<file path="config.mk">
export PLATFORM = sky130hd
export DESIGN_NAME = cpf_cnpj_check_digit_classifier
export DESIGN_NICKNAME = d
export VERILOG_FILES = /design/src/sv/ccdc_pkg.sv /design/src/sv/cpf_cnpj_check_digit_classifier.sv /design/src/sv/ccdc_accum.sv /design/src/sv/ccdc_classify.sv
export SDC_FILE = /design/constraint.sdc
export NUM_CORES = 1
export LEC_CHECK = 0
export ABC_AREA = 1
export CORE_ASPECT_RATIO = 2
export CORE_MARGIN = 3
export CORE_UTILIZATION = 25
export CTS_BUF_LIST = sky130_fd_sc_hd__clkbuf_8
export DETAILED_ROUTE_END_ITERATION = 10
export DONT_BUFFER_PORTS = 1
export PLACE_DENSITY = 0.46
export SETUP_SLACK_MARGIN = 0.02
export SYNTH_ARGS = -nofsm -noshare
export SYNTH_HDL_FRONTEND = slang
export SYNTH_SLANG_ARGS = --single-unit
</file>
<file path="constraint.sdc">
create_clock -name i_clk -period 8.1 [get_ports i_clk]
set_clock_uncertainty 0.05 [all_clocks]
set_input_delay 0 -clock i_clk [delete_from_list [all_inputs] [get_ports i_clk]]
set_output_delay 0 -clock i_clk [all_outputs]
set_load 0.01 [all_outputs]
</file>
<file path="src/sv/ccdc_pkg.sv">
`timescale 1ns / 1ps
// Shared types, codes and weight tables for the CPF/CNPJ check digit classifier.
// No dependencies; imported by every module of the block.
package ccdc_pkg;

    localparam int unsigned CharW  = 8;
    localparam int unsigned CountW = 4;
    localparam int unsigned DigitW = 4;
    localparam int unsigned SumW   = 10;
    localparam int unsigned Sum1W  = 9;

    localparam logic [CharW-1:0]  CharZero = 8'd48;
    localparam logic [CharW-1:0]  CharNine = 8'd57;
    localparam logic [CountW-1:0] CountMax = 4'd15;
    localparam logic [CountW-1:0] LenCpf   = 4'd11;
    localparam logic [CountW-1:0] LenCnpj  = 4'd14;

    localparam logic [CountW-1:0] PosCpfChk1  = 4'd9;
    localparam logic [CountW-1:0] PosCpfChk2  = 4'd10;
    localparam logic [CountW-1:0] PosCnpjChk1 = 4'd12;
    localparam logic [CountW-1:0] PosCnpjChk2 = 4'd13;

    typedef enum logic [1:0] {
        CLS_INVALID = 2'd0,
        CLS_CPF     = 2'd1,
        CLS_CNPJ    = 2'd2
    } t_id_class;

    // Snapshot of one finished string, handed from the accumulator to the classifier.
    typedef struct packed {
        logic [CountW-1:0] count;
        logic [Sum1W-1:0]  cpf_sum1;
        logic [SumW-1:0]   cpf_sum2;
        logic [SumW-1:0]   cnpj_sum1;
        logic [SumW-1:0]   cnpj_sum2;
        logic              all_same;
        logic              bad_char;
        logic [DigitW-1:0] chk_cpf1;
        logic [DigitW-1:0] chk_cpf2;
        logic [DigitW-1:0] chk_cnpj1;
        logic [DigitW-1:0] chk_cnpj2;
    } t_frame;

    // Position weights; zero past the end of each sum.
    function automatic logic [DigitW-1:0] cpf_w1(input logic [CountW-1:0] pos);
        return (pos < 4'd9) ? 4'd10 - pos : 4'd0;
    endfunction

    function automatic logic [DigitW-1:0] cpf_w2(input logic [CountW-1:0] pos);
        return (pos < 4'd10) ? 4'd11 - pos : 4'd0;
    endfunction

    function automatic logic [DigitW-1:0] cnpj_w1(input logic [CountW-1:0] pos);
        logic [DigitW-1:0] w;
        if (pos < 4'd4) begin
            w = 4'd5 - pos;
        end else if (pos < 4'd12) begin
            w = 4'd13 - pos;
        end else begin
            w = 4'd0;
        end
        return w;
    endfunction

    function automatic logic [DigitW-1:0] cnpj_w2(input logic [CountW-1:0] pos);
        logic [DigitW-1:0] w;
        if (pos < 4'd5) begin
            w = 4'd6 - pos;
        end else if (pos < 4'd13) begin
            w = 4'd14 - pos;
        end else begin
            w = 4'd0;
        end
        return w;
    endfunction

endpackage

</file>
<file path="src/sv/cpf_cnpj_check_digit_classifier.sv">
`timescale 1ns / 1ps
// Usage:
//   Slave stream carries an identifier string, one ASCII character per transfer in
//   i_s_tdata, with i_s_tlast high on its final character. Master stream carries
//   one result per string in o_m_tdata[1:0]: 0 invalid, 1 valid CPF, 2 valid CNPJ.
//   Non-final characters give no result.
// Pipeline: input register -> per-character accumulator -> frame register ->
//   mod-11 classifier -> output register.
// Throughput: one character per cycle unless o_s_tready is low; the accumulator
//   adds one weighted digit to each running sum per accepted character and a
//   string's sums are snapshotted into the frame register on its last character.
// Reset (i_rst_n low, synchronous): all stages empty, sums cleared, start of a
//   new string expected.
// Stall: when i_m_tready is low the output register holds its result; the frame
//   register and input register fill behind it. Non-final characters keep
//   flowing into the accumulator; a final character waits in the input register
//   until the frame register has room, and o_s_tready drops then.
// Depends on ccdc_pkg, ccdc_accum and ccdc_classify.
module cpf_cnpj_check_digit_classifier (
    input  logic       i_clk,
    input  logic       i_rst_n,
    input  logic       i_s_tvalid,
    output logic       o_s_tready,
    input  logic [7:0] i_s_tdata,   // [7:0] char_code
    input  logic       i_s_tlast,   // last
    output logic       o_m_tvalid,
    input  logic       i_m_tready,
    output logic [7:0] o_m_tdata    // [1:0] id_class, [7:2] zero
);
    import ccdc_pkg::*;

    // Input register
    logic             r_in_valid;
    logic [CharW-1:0] r_in_char;
    logic             r_in_last;

    // Frame register (one finished string)
    logic   r_frm_valid;
    t_frame r_frm;
    t_frame acc_frame;

    // Output register
    logic      r_out_valid;
    t_id_class r_out_class;
    t_id_class cls;

    logic out_free, frm_free, in_take;

    assign out_free   = !r_out_valid || i_m_tready;
    assign frm_free   = !r_frm_valid || out_free;
    // Only a final character needs room downstream.
    assign in_take    = r_in_valid && (!r_in_last || frm_free);
    assign o_s_tready = !r_in_valid || in_take;

    always_ff @(posedge i_clk) begin
        if (!i_rst_n) begin
            r_in_valid <= 1'b0;
        end else if (o_s_tready) begin
            r_in_valid <= i_s_tvalid;
        end
    end

    always_ff @(posedge i_clk) begin
        if (i_s_tvalid && o_s_tready) begin
            r_in_char <= i_s_tdata;
            r_in_last <= i_s_tlast;
        end
    end

    ccdc_accum u_accum (
        .i_clk   (i_clk),
        .i_rst_n (i_rst_n),
        .i_valid (in_take),
        .i_char  (r_in_char),
        .i_last  (r_in_last),
        .o_frame (acc_frame)
    );

    // Capture the completed string on its last character.
    always_ff @(posedge i_clk) begin
        if (!i_rst_n) begin
            r_frm_valid <= 1'b0;
        end else if (frm_free) begin
            r_frm_valid <= in_take && r_in_last;
        end
    end

    always_ff @(posedge i_clk) begin
        if (frm_free && in_take && r_in_last) begin
            r_frm <= acc_frame;
        end
    end

    ccdc_classify u_classify (
        .i_frame (r_frm),
        .o_class (cls)
    );

    // Output register: hold while the receiver stalls.
    always_ff @(posedge i_clk) begin
        if (!i_rst_n) begin
            r_out_valid <= 1'b0;
        end else if (out_free) begin
            r_out_valid <= r_frm_valid;
        end
    end

    always_ff @(posedge i_clk) begin
        if (out_free && r_frm_valid) begin
            r_out_class <= cls;
        end
    end

    assign o_m_tvalid = r_out_valid;
    assign o_m_tdata  = {6'd0, r_out_class};

endmodule

</file>
<file path="src/sv/ccdc_accum.sv">
`timescale 1ns / 1ps
// Per-character accumulator: weighted digit sums, length, repeat and bad-character flags.
// Depends on ccdc_pkg.
module ccdc_accum (
    input  logic                   i_clk,
    input  logic                   i_rst_n,
    input  logic                   i_valid,
    input  logic [ccdc_pkg::CharW-1:0] i_char,
    input  logic                   i_last,
    output ccdc_pkg::t_frame       o_frame
);
    import ccdc_pkg::*;

    logic [CountW-1:0] r_count;
    logic [Sum1W-1:0]  r_cpf_sum1;
    logic [SumW-1:0]   r_cpf_sum2;
    logic [SumW-1:0]   r_cnpj_sum1;
    logic [SumW-1:0]   r_cnpj_sum2;
    logic [CharW-1:0]  r_first;
    logic              r_all_same;
    logic              r_bad_char;
    logic [DigitW-1:0] r_chk [4];

    logic              is_digit;
    logic [DigitW-1:0] dig;
    logic [7:0]        p_cpf1, p_cpf2, p_cnpj1, p_cnpj2;
    t_frame            n_frame;
    logic [CharW-1:0]  n_first;

    assign is_digit = (i_char >= CharZero) && (i_char <= CharNine);
    assign dig      = is_digit ? DigitW'(i_char - CharZero) : '0;

    assign p_cpf1  = {4'd0, dig} * {4'd0, cpf_w1(r_count)};
    assign p_cpf2  = {4'd0, dig} * {4'd0, cpf_w2(r_count)};
    assign p_cnpj1 = {4'd0, dig} * {4'd0, cnpj_w1(r_count)};
    assign p_cnpj2 = {4'd0, dig} * {4'd0, cnpj_w2(r_count)};

    always_comb begin
        n_frame.count     = (r_count < CountMax) ? r_count + 4'd1 : r_count;
        n_frame.cpf_sum1  = r_cpf_sum1 + {1'b0, p_cpf1};
        n_frame.cpf_sum2  = r_cpf_sum2 + {2'b0, p_cpf2};
        n_frame.cnpj_sum1 = r_cnpj_sum1 + {2'b0, p_cnpj1};
        n_frame.cnpj_sum2 = r_cnpj_sum2 + {2'b0, p_cnpj2};
        n_frame.bad_char  = r_bad_char | ~is_digit;
        n_frame.all_same  = r_all_same;
        n_first           = r_first;
        if (r_count == '0) begin
            n_first = i_char;
        end else if ((r_count <= PosCpfChk2) && (i_char != r_first)) begin
            n_frame.all_same = 1'b0;
        end
        n_frame.chk_cpf1  = (r_count == PosCpfChk1)  ? dig : r_chk[0];
        n_frame.chk_cpf2  = (r_count == PosCpfChk2)  ? dig : r_chk[1];
        n_frame.chk_cnpj1 = (r_count == PosCnpjChk1) ? dig : r_chk[2];
        n_frame.chk_cnpj2 = (r_count == PosCnpjChk2) ? dig : r_chk[3];
    end

    assign o_frame = n_frame;

    // Advance on every character; clear back to the start state after the last one.
    always_ff @(posedge i_clk) begin
        if (!i_rst_n || (i_valid && i_last)) begin
            r_count     <= '0;
            r_cpf_sum1  <= '0;
            r_cpf_sum2  <= '0;
            r_cnpj_sum1 <= '0;
            r_cnpj_sum2 <= '0;
            r_first     <= '0;
            r_all_same  <= 1'b1;
            r_bad_char  <= 1'b0;
            r_chk[0]    <= '0;
            r_chk[1]    <= '0;
            r_chk[2]    <= '0;
            r_chk[3]    <= '0;
        end else if (i_valid) begin
            r_count     <= n_frame.count;
            r_cpf_sum1  <= n_frame.cpf_sum1;
            r_cpf_sum2  <= n_frame.cpf_sum2;
            r_cnpj_sum1 <= n_frame.cnpj_sum1;
            r_cnpj_sum2 <= n_frame.cnpj_sum2;
            r_first     <= n_first;
            r_all_same  <= n_frame.all_same;
            r_bad_char  <= n_frame.bad_char;
            r_chk[0]    <= n_frame.chk_cpf1;
            r_chk[1]    <= n_frame.chk_cpf2;
            r_chk[2]    <= n_frame.chk_cnpj1;
            r_chk[3]    <= n_frame.chk_cnpj2;
        end
    end

endmodule

</file>
<file path="src/sv/ccdc_classify.sv">
`timescale 1ns / 1ps
// Final classification: mod-11 check digits of the four sums, length and flag checks.
// Depends on ccdc_pkg; pure combinational.
module ccdc_classify (
    input  ccdc_pkg::t_frame    i_frame,
    output ccdc_pkg::t_id_class o_class
);
    import ccdc_pkg::*;

    // x mod 11 through a reciprocal estimate that is low by at most one, then
    // fold the remainder once; result mapped to the check digit.
    function automatic logic [DigitW-1:0] mod11_digit(input logic [SumW-1:0] x);
        logic [17:0]     prod;
        logic [6:0]      q;
        logic [SumW-1:0] q11;
        logic [4:0]      r;
        logic [3:0]      rm;
        prod = {8'd0, x} * 18'd186;
        q    = prod[17:11];
        q11  = SumW'({3'd0, q} * 10'd11);
        r    = 5'(x - q11);
        rm   = (r >= 5'd11) ? 4'(r - 5'd11) : r[3:0];
        return (rm < 4'd2) ? 4'd0 : 4'd11 - rm;
    endfunction

    logic cpf_ok, cnpj_ok;

    assign cpf_ok  = !i_frame.all_same
                  && (i_frame.chk_cpf1 == mod11_digit({1'b0, i_frame.cpf_sum1}))
                  && (i_frame.chk_cpf2 == mod11_digit(i_frame.cpf_sum2));
    assign cnpj_ok = (i_frame.chk_cnpj1 == mod11_digit(i_frame.cnpj_sum1))
                  && (i_frame.chk_cnpj2 == mod11_digit(i_frame.cnpj_sum2));

    always_comb begin
        o_class = CLS_INVALID;
        if (!i_frame.bad_char) begin
            if (i_frame.count == LenCpf && cpf_ok) begin
                o_class = CLS_CPF;
            end else if (i_frame.count == LenCnpj && cnpj_ok) begin
                o_class = CLS_CNPJ;
            end
        end
    end

endmodule

</file>
==> results of run 1 <==
## cells in the final DEF, fill, tap and decap left out, types with 3 or more instances in the layout
| cell type | netlist | layout |
|---|---|---|
| nand2_1 | 349 | 348 |
| o21bai_1 | 15 | 15 |
| xnor2_1 | 29 | 28 |
| a31oi_1 | 3 | 3 |
| conb_1 | 1 | 6 |
| nand3_2 | 6 | 6 |
| dfxtp_1 | 56 | 56 |
| nand3_1 | 82 | 82 |
| dlygate4sd3_1 | 0 | 13 |
| buf_4 | 6 | 7 |
| nor2_1 | 122 | 122 |
| clkinv_1 | 6 | 6 |
| nand2_4 | 4 | 4 |
| o21ai_0 | 49 | 49 |
| a21oi_1 | 112 | 112 |
| ha_1 | 292 | 292 |
| fa_1 | 117 | 117 |
| inv_1 | 460 | 462 |
| clkbuf_8 | 0 | 18 |
| xor2_1 | 49 | 48 |
| nand2_2 | 12 | 13 |
| o21ai_1 | 4 | 4 |
| o21a_1 | 8 | 8 |
| or2_2 | 25 | 25 |
| inv_2 | 3 | 4 |
| nand4_1 | 24 | 24 |
| a211oi_1 | 17 | 16 |
| nor2_2 | 5 | 5 |
| nand3b_1 | 16 | 16 |
| edfxtp_1 | 88 | 88 |
| clkinv_2 | 0 | 4 |
## cell usage after synthesis, types with 3 or more instances
library cell	count	share of area [%]
xor2_1	49	2.6
o21a_1	8	0.36
nor2_2	5	0.19
clkbuf_1	20	0.46
inv_1	460	10
dfxtp_1	56	6.8
ha_1	292	22
nor2_1	122	2.8
a211oi_1	17	0.77
a31oi_1	3	0.11
o21ai_1	4	0.12
fa_1	117	14
clkinv_1	6	0.14
inv_2	3	0.068
buf_4	6	0.27
o21ai_0	49	1.5
nand3b_1	16	0.73
nand3_1	82	2.5
nand2_2	12	0.46
nand3_2	6	0.36
xnor2_1	29	1.5
nand2_4	4	0.27
nand2_1	349	8.0
o21bai_1	15	0.68
a21oi_1	112	3.4
or2_2	25	0.95
nand4_1	24	0.91
edfxtp_1	88	16
## logic make-up (layout without fill, tap and decap cells)
kind of cell / count (synthesis) / in the layout / share of synthesized area (%)
AOI/OAI and AO/OA: 217 / 217 / 7.37
xor gates and xnor gates: 80 / 80 / 4.38
adders and majority gates: 409 / 409 / 36.4
buffers and inverters: 497 / 520 / 11.5
DFF: 144 / 144 / 22.9
other: 1 / 7 / 0.0228
and+or+nand+nor: 652 / 652 / 17.5
## worst max-delay path by stage
stage	endpoint	slack, ns	depth (start not counted)
2_1_floorplan	r_out_class[0]$_SDFFCE_PP0P_	1.21	40
3_3_place_gp	r_out_class[0]$_SDFFCE_PP0P_	0.61	43
3_5_place_dp	r_out_class[0]$_SDFFCE_PP0P_	0.55	43
4_1_cts	r_out_class[0]$_SDFFCE_PP0P_	0.53	43
5_1_grt	r_out_class[0]$_SDFFCE_PP0P_	0.03	44
6_report	r_out_class[0]$_SDFFCE_PP0P_	0.72	43
## worst register-to-register path, delay by kind of cell (launching register included)
kind	cells	cell delay [ns]
compound gates	2	0.37
xor+xnor	4	0.81
fa+ha+maj	9	3.40
buf+inv	5	0.26
flops	1	0.58
simple gates	23	1.79
## flip-flops by register name, summed over array words and instances (netlist names), 2 cells and up
| register | flops |
|---|---|
| u_accum.r_count | 4 |
| u_accum.r_cnpj_sum2 | 10 |
| u_accum.r_cpf_sum2 | 10 |
| u_accum.r_first | 8 |
| u_accum.r_cpf_sum1 | 9 |
| r_out_class | 2 |
| r_frm | 61 |
| r_in_char | 8 |
| u_accum.r_cnpj_sum1 | 10 |
| u_accum.r_chk | 16 |
## final cells by class
class | instances | share of cell area (%)
clock inverter | 13 | 0.687
inverter | 469 | 9.76
clock buffer | 18 | 1.37
timing repair buffer | 20 | 1.01
tap | 871 | 6.04
antenna | 1 | 0.0139
sequential | 144 | 20.9
multi-input combinational | 1364 | 60.2
## per-stage QoR
step / std cells / hold WS (ns) / utilization, % / worst slack [ns] / area [um2]
after floorplan: 2005 / 0.0489 / - / 1.21 / 16500
after global placement: 2853 / 0.0489 / 26.9 / 0.607 / 17500
after detailed placement: 2853 / 0.0489 / 26.9 / 0.553 / 17500
after CTS: 2897 / 0.0557 / 27.6 / 0.532 / 18000
after global routing: 2900 / 0.0676 / 27.7 / 0.0255 / 18000
final: 2900 / 0.109 / 27.7 / 0.722 / 18000
## per-layer routing
layer,vias up,GRT usage (%),share of wire [%],wire (um)
met5,-,0,0,0
met4,0,3.60,2.4,888
met3,36,1.09,1.4,500
met2,114,24.0,60,22200
met1,5923,10.1,36,13400
li1,6340,-,-,-
## repair_timing
item,4_1_cts,5_1_grt
hold buffers,13,0
endpoints found under the setup margin,0,2
buffers inserted,0,2
endpoints found under the hold margin,45,0
gates resized for setup,0,3
==> flow_metrics.tcl, run 1 <==
set metrics [dict create \
    wire_per_inst_um 12.8 \
    synth_edf_count 88 \
    r2r_start "r_frm[40]$_DFFE_PP_" \
    ys_seq_area_share_pct 22.9 \
    die_w_um 187 \
    grt_pass1_vias 13200 \
    overflow 0 \
    status "complete, no violations" \
    ff_latch_area_um2 3760 \
    core_area_um2 65100 \
    relSlewSlack_pct 39.1 \
    ys_warn_count 0 \
    start_util_pct 25.3 \
    wirelength_um 37000 \
    vias_per_cell 4.28 \
    hold_path_class "input pin to register" \
    std_cell_rows 132 \
    crit_top_cell "nand2_1" \
    drive_gt1_share_pct 4.93 \
    die_y_um 369 \
    post-route-period-util_pct 91.1 \
    pin_count 23 \
    fillers 7102 \
    hold_viol 0 \
    avgSynthCellArea_um2 8.23 \
    worstHoldEndpoint "r_in_char[4]$_DFFE_PP_" \
    hpwl_um 30400 \
    initialDrtViolationCount 345 \
    ys_types 43 \
    end_kind "register" \
    grt_pass1_wl_um 61700 \
    critical_path.max_stage_delay_ns 0.58 \
    h-tree-depth 4 \
    reg2reg_slack_ns 0.72 \
    multi_input_area_um2 10900 \
    drt-pass1-iter-count 7 \
    setup.worst_path.start_class "register" \
    worstMarginPinSlew_ns 0.910 \
    hp-start "i_s_tdata[4]" \
    min_period_ns 7.38 \
    cts_made_buffers 17 \
    finalSetupTns_ns 0 \
    area_growth_pct 9.47 \
    clk-insertion-delay-late_ns 0.47 \
    cp.buffers_inverters 5 \
    worst_ep_arrival_time_ns 7.65 \
    gp_congestion 0.814 \
    fin_nets 2438 \
    antenna_found_initial 1 \
    async_flop_share_pct 0 \
    ys.flop_type "edfxtp_1" \
    crit_path_top_delay_cell "edfxtp_1" \
    crit_required_ns 8.37 \
    r2r_cells 43 \
    cts.reportedPaths.clkPinSlew_ns 0.08 \
    yosys_register_bits 144 \
    clockBufferDepth 2 \
    rsz0062_at_grt "false" \
    cap_viol_max_count 0 \
    dr_total_vias 12400 \
    syn_inst 2000 \
    cts_root_buf "clkbuf_8" \
    crit_fanout 10 \
    slew_viol_final 0 \
    r2r-end "r_out_class[0]$_SDFFCE_PP0P_" \
    portBuffers 0 \
    syn_area_um2 16500 \
    antenna_left 0 \
    path_class "register to register" \
    clock-sinks 144 \
    cp_top_family "adder cells" \
    grt_start_max_net_pins 46 \
    cp-startpoint "r_frm[40]$_DFFE_PP_" \
    hold_depth 1 \
    dieArea_um2 69200 \
    cts_tree "built" \
    drc 0 \
    grt_use_total_pct 11.0 \
    clock.fmax_ghz 0.136 \
    setup_viol 0 \
]
Power of run 1 is left out: the tool's default activity adds up to more than one toggle a clock period on the data nets, which glitch-free logic cannot reach.
==> run 2, diff against run 1 <==
==> constraint.sdc (replaced) <==
create_clock -name i_clk -period 8.1 [get_ports i_clk]
set_clock_uncertainty 0.05 [all_clocks]
set_input_delay 1.62 -clock i_clk [delete_from_list [all_inputs] [get_ports i_clk]]
set_output_delay 1.62 -clock i_clk [all_outputs]
set_load 0.01 [all_outputs]
==> flow_metrics.tcl, run 2 (synthesis results as in run 1) <==
set metrics [dict create \
    std_cell_rows 132 \
    finalSetupTns_ns 0 \
    h-tree-depth 4 \
    crit_end "r_out_class[0]$_SDFFCE_PP0P_" \
    cts_tree "built" \
    cp-startpoint "r_frm[41]$_DFFE_PP_" \
    dr_total_vias 12400 \
    cts_made_buffers 17 \
    drive_gt1_share_pct 5.24 \
    placed_area_um2 17500 \
    mostFrequentLayoutCells "inv_1, nand2_1, ha_1" \
    finish.utilization_pct 27.7 \
    r2r_start "r_frm[41]$_DFFE_PP_" \
    clock.fmax_ghz 0.138 \
    overflow 0 \
    worst_ep_arrival_time_ns 7.56 \
    initialDrtViolationCount 335 \
    status "complete, no violations" \
    top_register "r_frm" \
    clk-insertion-delay-late_ns 0.47 \
    min_period_ns 7.27 \
    antenna_found_initial 1 \
    dieArea_um2 69200 \
    final_common_cell "inv_1" \
    design_area_um2 18000 \
    worstMarginPinSlew_ns 0.936 \
    hpwl_um 30500 \
    gp_congestion 0.813 \
    cap_viol_max_count 0 \
    hold_path_class "register to register" \
    cts.reportedPaths.clkPinSlew_ns 0.08 \
    hold_viol 0 \
    die_w_um 187 \
    crit_top_cell "nand2_1" \
    critical_path.max_stage_delay_ns 0.54 \
    vias_per_cell 4.30 \
    largest_register_ffs 61 \
    r2r_cells 43 \
    grt_pass1_wl_um 62200 \
    crit_required_ns 8.39 \
    top_regs "r_frm x61, u_accum.r_chk x16" \
    grt_start_max_net_pins 45 \
    crit_fanout 6 \
    portBuffers 0 \
    fin_nets 2432 \
    antenna_left 0 \
    pin_count 23 \
    setup_viol 0 \
    drt-pass1-iter-count 5 \
    start_util_pct 25.3 \
    wire_per_inst_um 12.9 \
    area_growth_pct 9.45 \
    path_class "register to register" \
    end_kind "register" \
    r2r-end "r_out_class[0]$_SDFFCE_PP0P_" \
    core_area_um2 65100 \
    wirelength_um 37300 \
    rsz0062_at_grt "false" \
    crit_path_top_delay_cell "fa_1" \
    post-route-period-util_pct 89.8 \
    cts_root_buf "clkbuf_8" \
    clockBufferDepth 2 \
    grt_use_total_pct 11.1 \
    clock-sinks 144 \
    die_y_um 369 \
    drc 0 \
    setup.worst_path.start_class "register" \
    grt_pass1_vias 13200 \
    relSlewSlack_pct 37.4 \
    slew_viol_final 0 \
    fillers 7121 \
    reg2reg_slack_ns 0.83 \
]
-- run 2: cell types whose count changed in the layout (fill, tap and decap cells not counted) --
cell and change:
clkinv_2 -3, a211oi_1 +1, dlygate4sd3_1 -13, clkinv_4 +1, bufinv_16 +3, a211oi_2 -1, inv_6 -1, buf_4 +7
inv_1 +1
-- run 2: layer usage --
layer | vias up | routed length, um | GRT usage, %
met5 | - | 0 | 0
met4 | 0 | 1040 | 4.32
met3 | 37 | 463 | 1.07
met2 | 98 | 22500 | 24.1
met1 | 5970 | 13300 | 10.1
li1 | 6333 | - | -
-- run 2: metrics by stage --
step | cells | setup WS (ns) | hold WS, ns
2_1_floorplan | 2005 | 1.21 | 0.381
5_1_grt | 2895 | 0.0295 | 0.445
3_3_place_gp | 2853 | 0.645 | 0.394
3_5_place_dp | 2853 | 0.578 | 0.398
4_1_cts | 2885 | 0.527 | 0.409
6_report | 2895 | 0.828 | 0.407
-- run 2: repair_timing --
item,in CTS,in global routing
setup endpoints to repair,0,2
hold buffers,0,0
setup buffers,0,9
gates resized for setup,0,2
-- run 2: worst max-delay path, delay by kind of cell, from the launching register on --
| family | cells | cell delay (ns) |
|---|---|---|
| AOI/OAI and AO/OA | 3 | 0.55 |
| DFF | 1 | 0.51 |
| adders and majority gates | 9 | 3.35 |
| xor gates and xnor gates | 4 | 0.74 |
| and+or+nand+nor | 22 | 1.69 |
| buffers and inverters | 5 | 0.25 |
-- run 2: worst min path at each step --
stage / depth (start not counted) / startpoint / endpoint
floorplan: 2 / u_accum.r_all_same$_SDFFE_PP1P_ / u_accum.r_all_same$_SDFFE_PP1P_
global placement: 2 / u_accum.r_all_same$_SDFFE_PP1P_ / u_accum.r_all_same$_SDFFE_PP1P_
detailed placement: 2 / u_accum.r_all_same$_SDFFE_PP1P_ / u_accum.r_all_same$_SDFFE_PP1P_
CTS: 2 / u_accum.r_all_same$_SDFFE_PP1P_ / u_accum.r_all_same$_SDFFE_PP1P_
global route: 2 / u_accum.r_cpf_sum1[1]$_SDFFE_PP0P_ / u_accum.r_cpf_sum1[1]$_SDFFE_PP0P_
finish: 2 / u_accum.r_all_same$_SDFFE_PP1P_ / u_accum.r_all_same$_SDFFE_PP1P_
-- run 2: final cells by class --
type | count | area [um2] | share of cell area, %
antenna | 1 | 2.50 | 0.0139
clock buffer | 18 | 248 | 1.37
clock inverter | 14 | 203 | 1.12
inverter | 469 | 1760 | 9.77
multi-input combinational | 1364 | 10900 | 60.2
sequential | 144 | 3760 | 20.9
tap | 871 | 1090 | 6.05
timing repair buffer | 14 | 105 | 0.583
Power of run 2 is left out for the same reason.
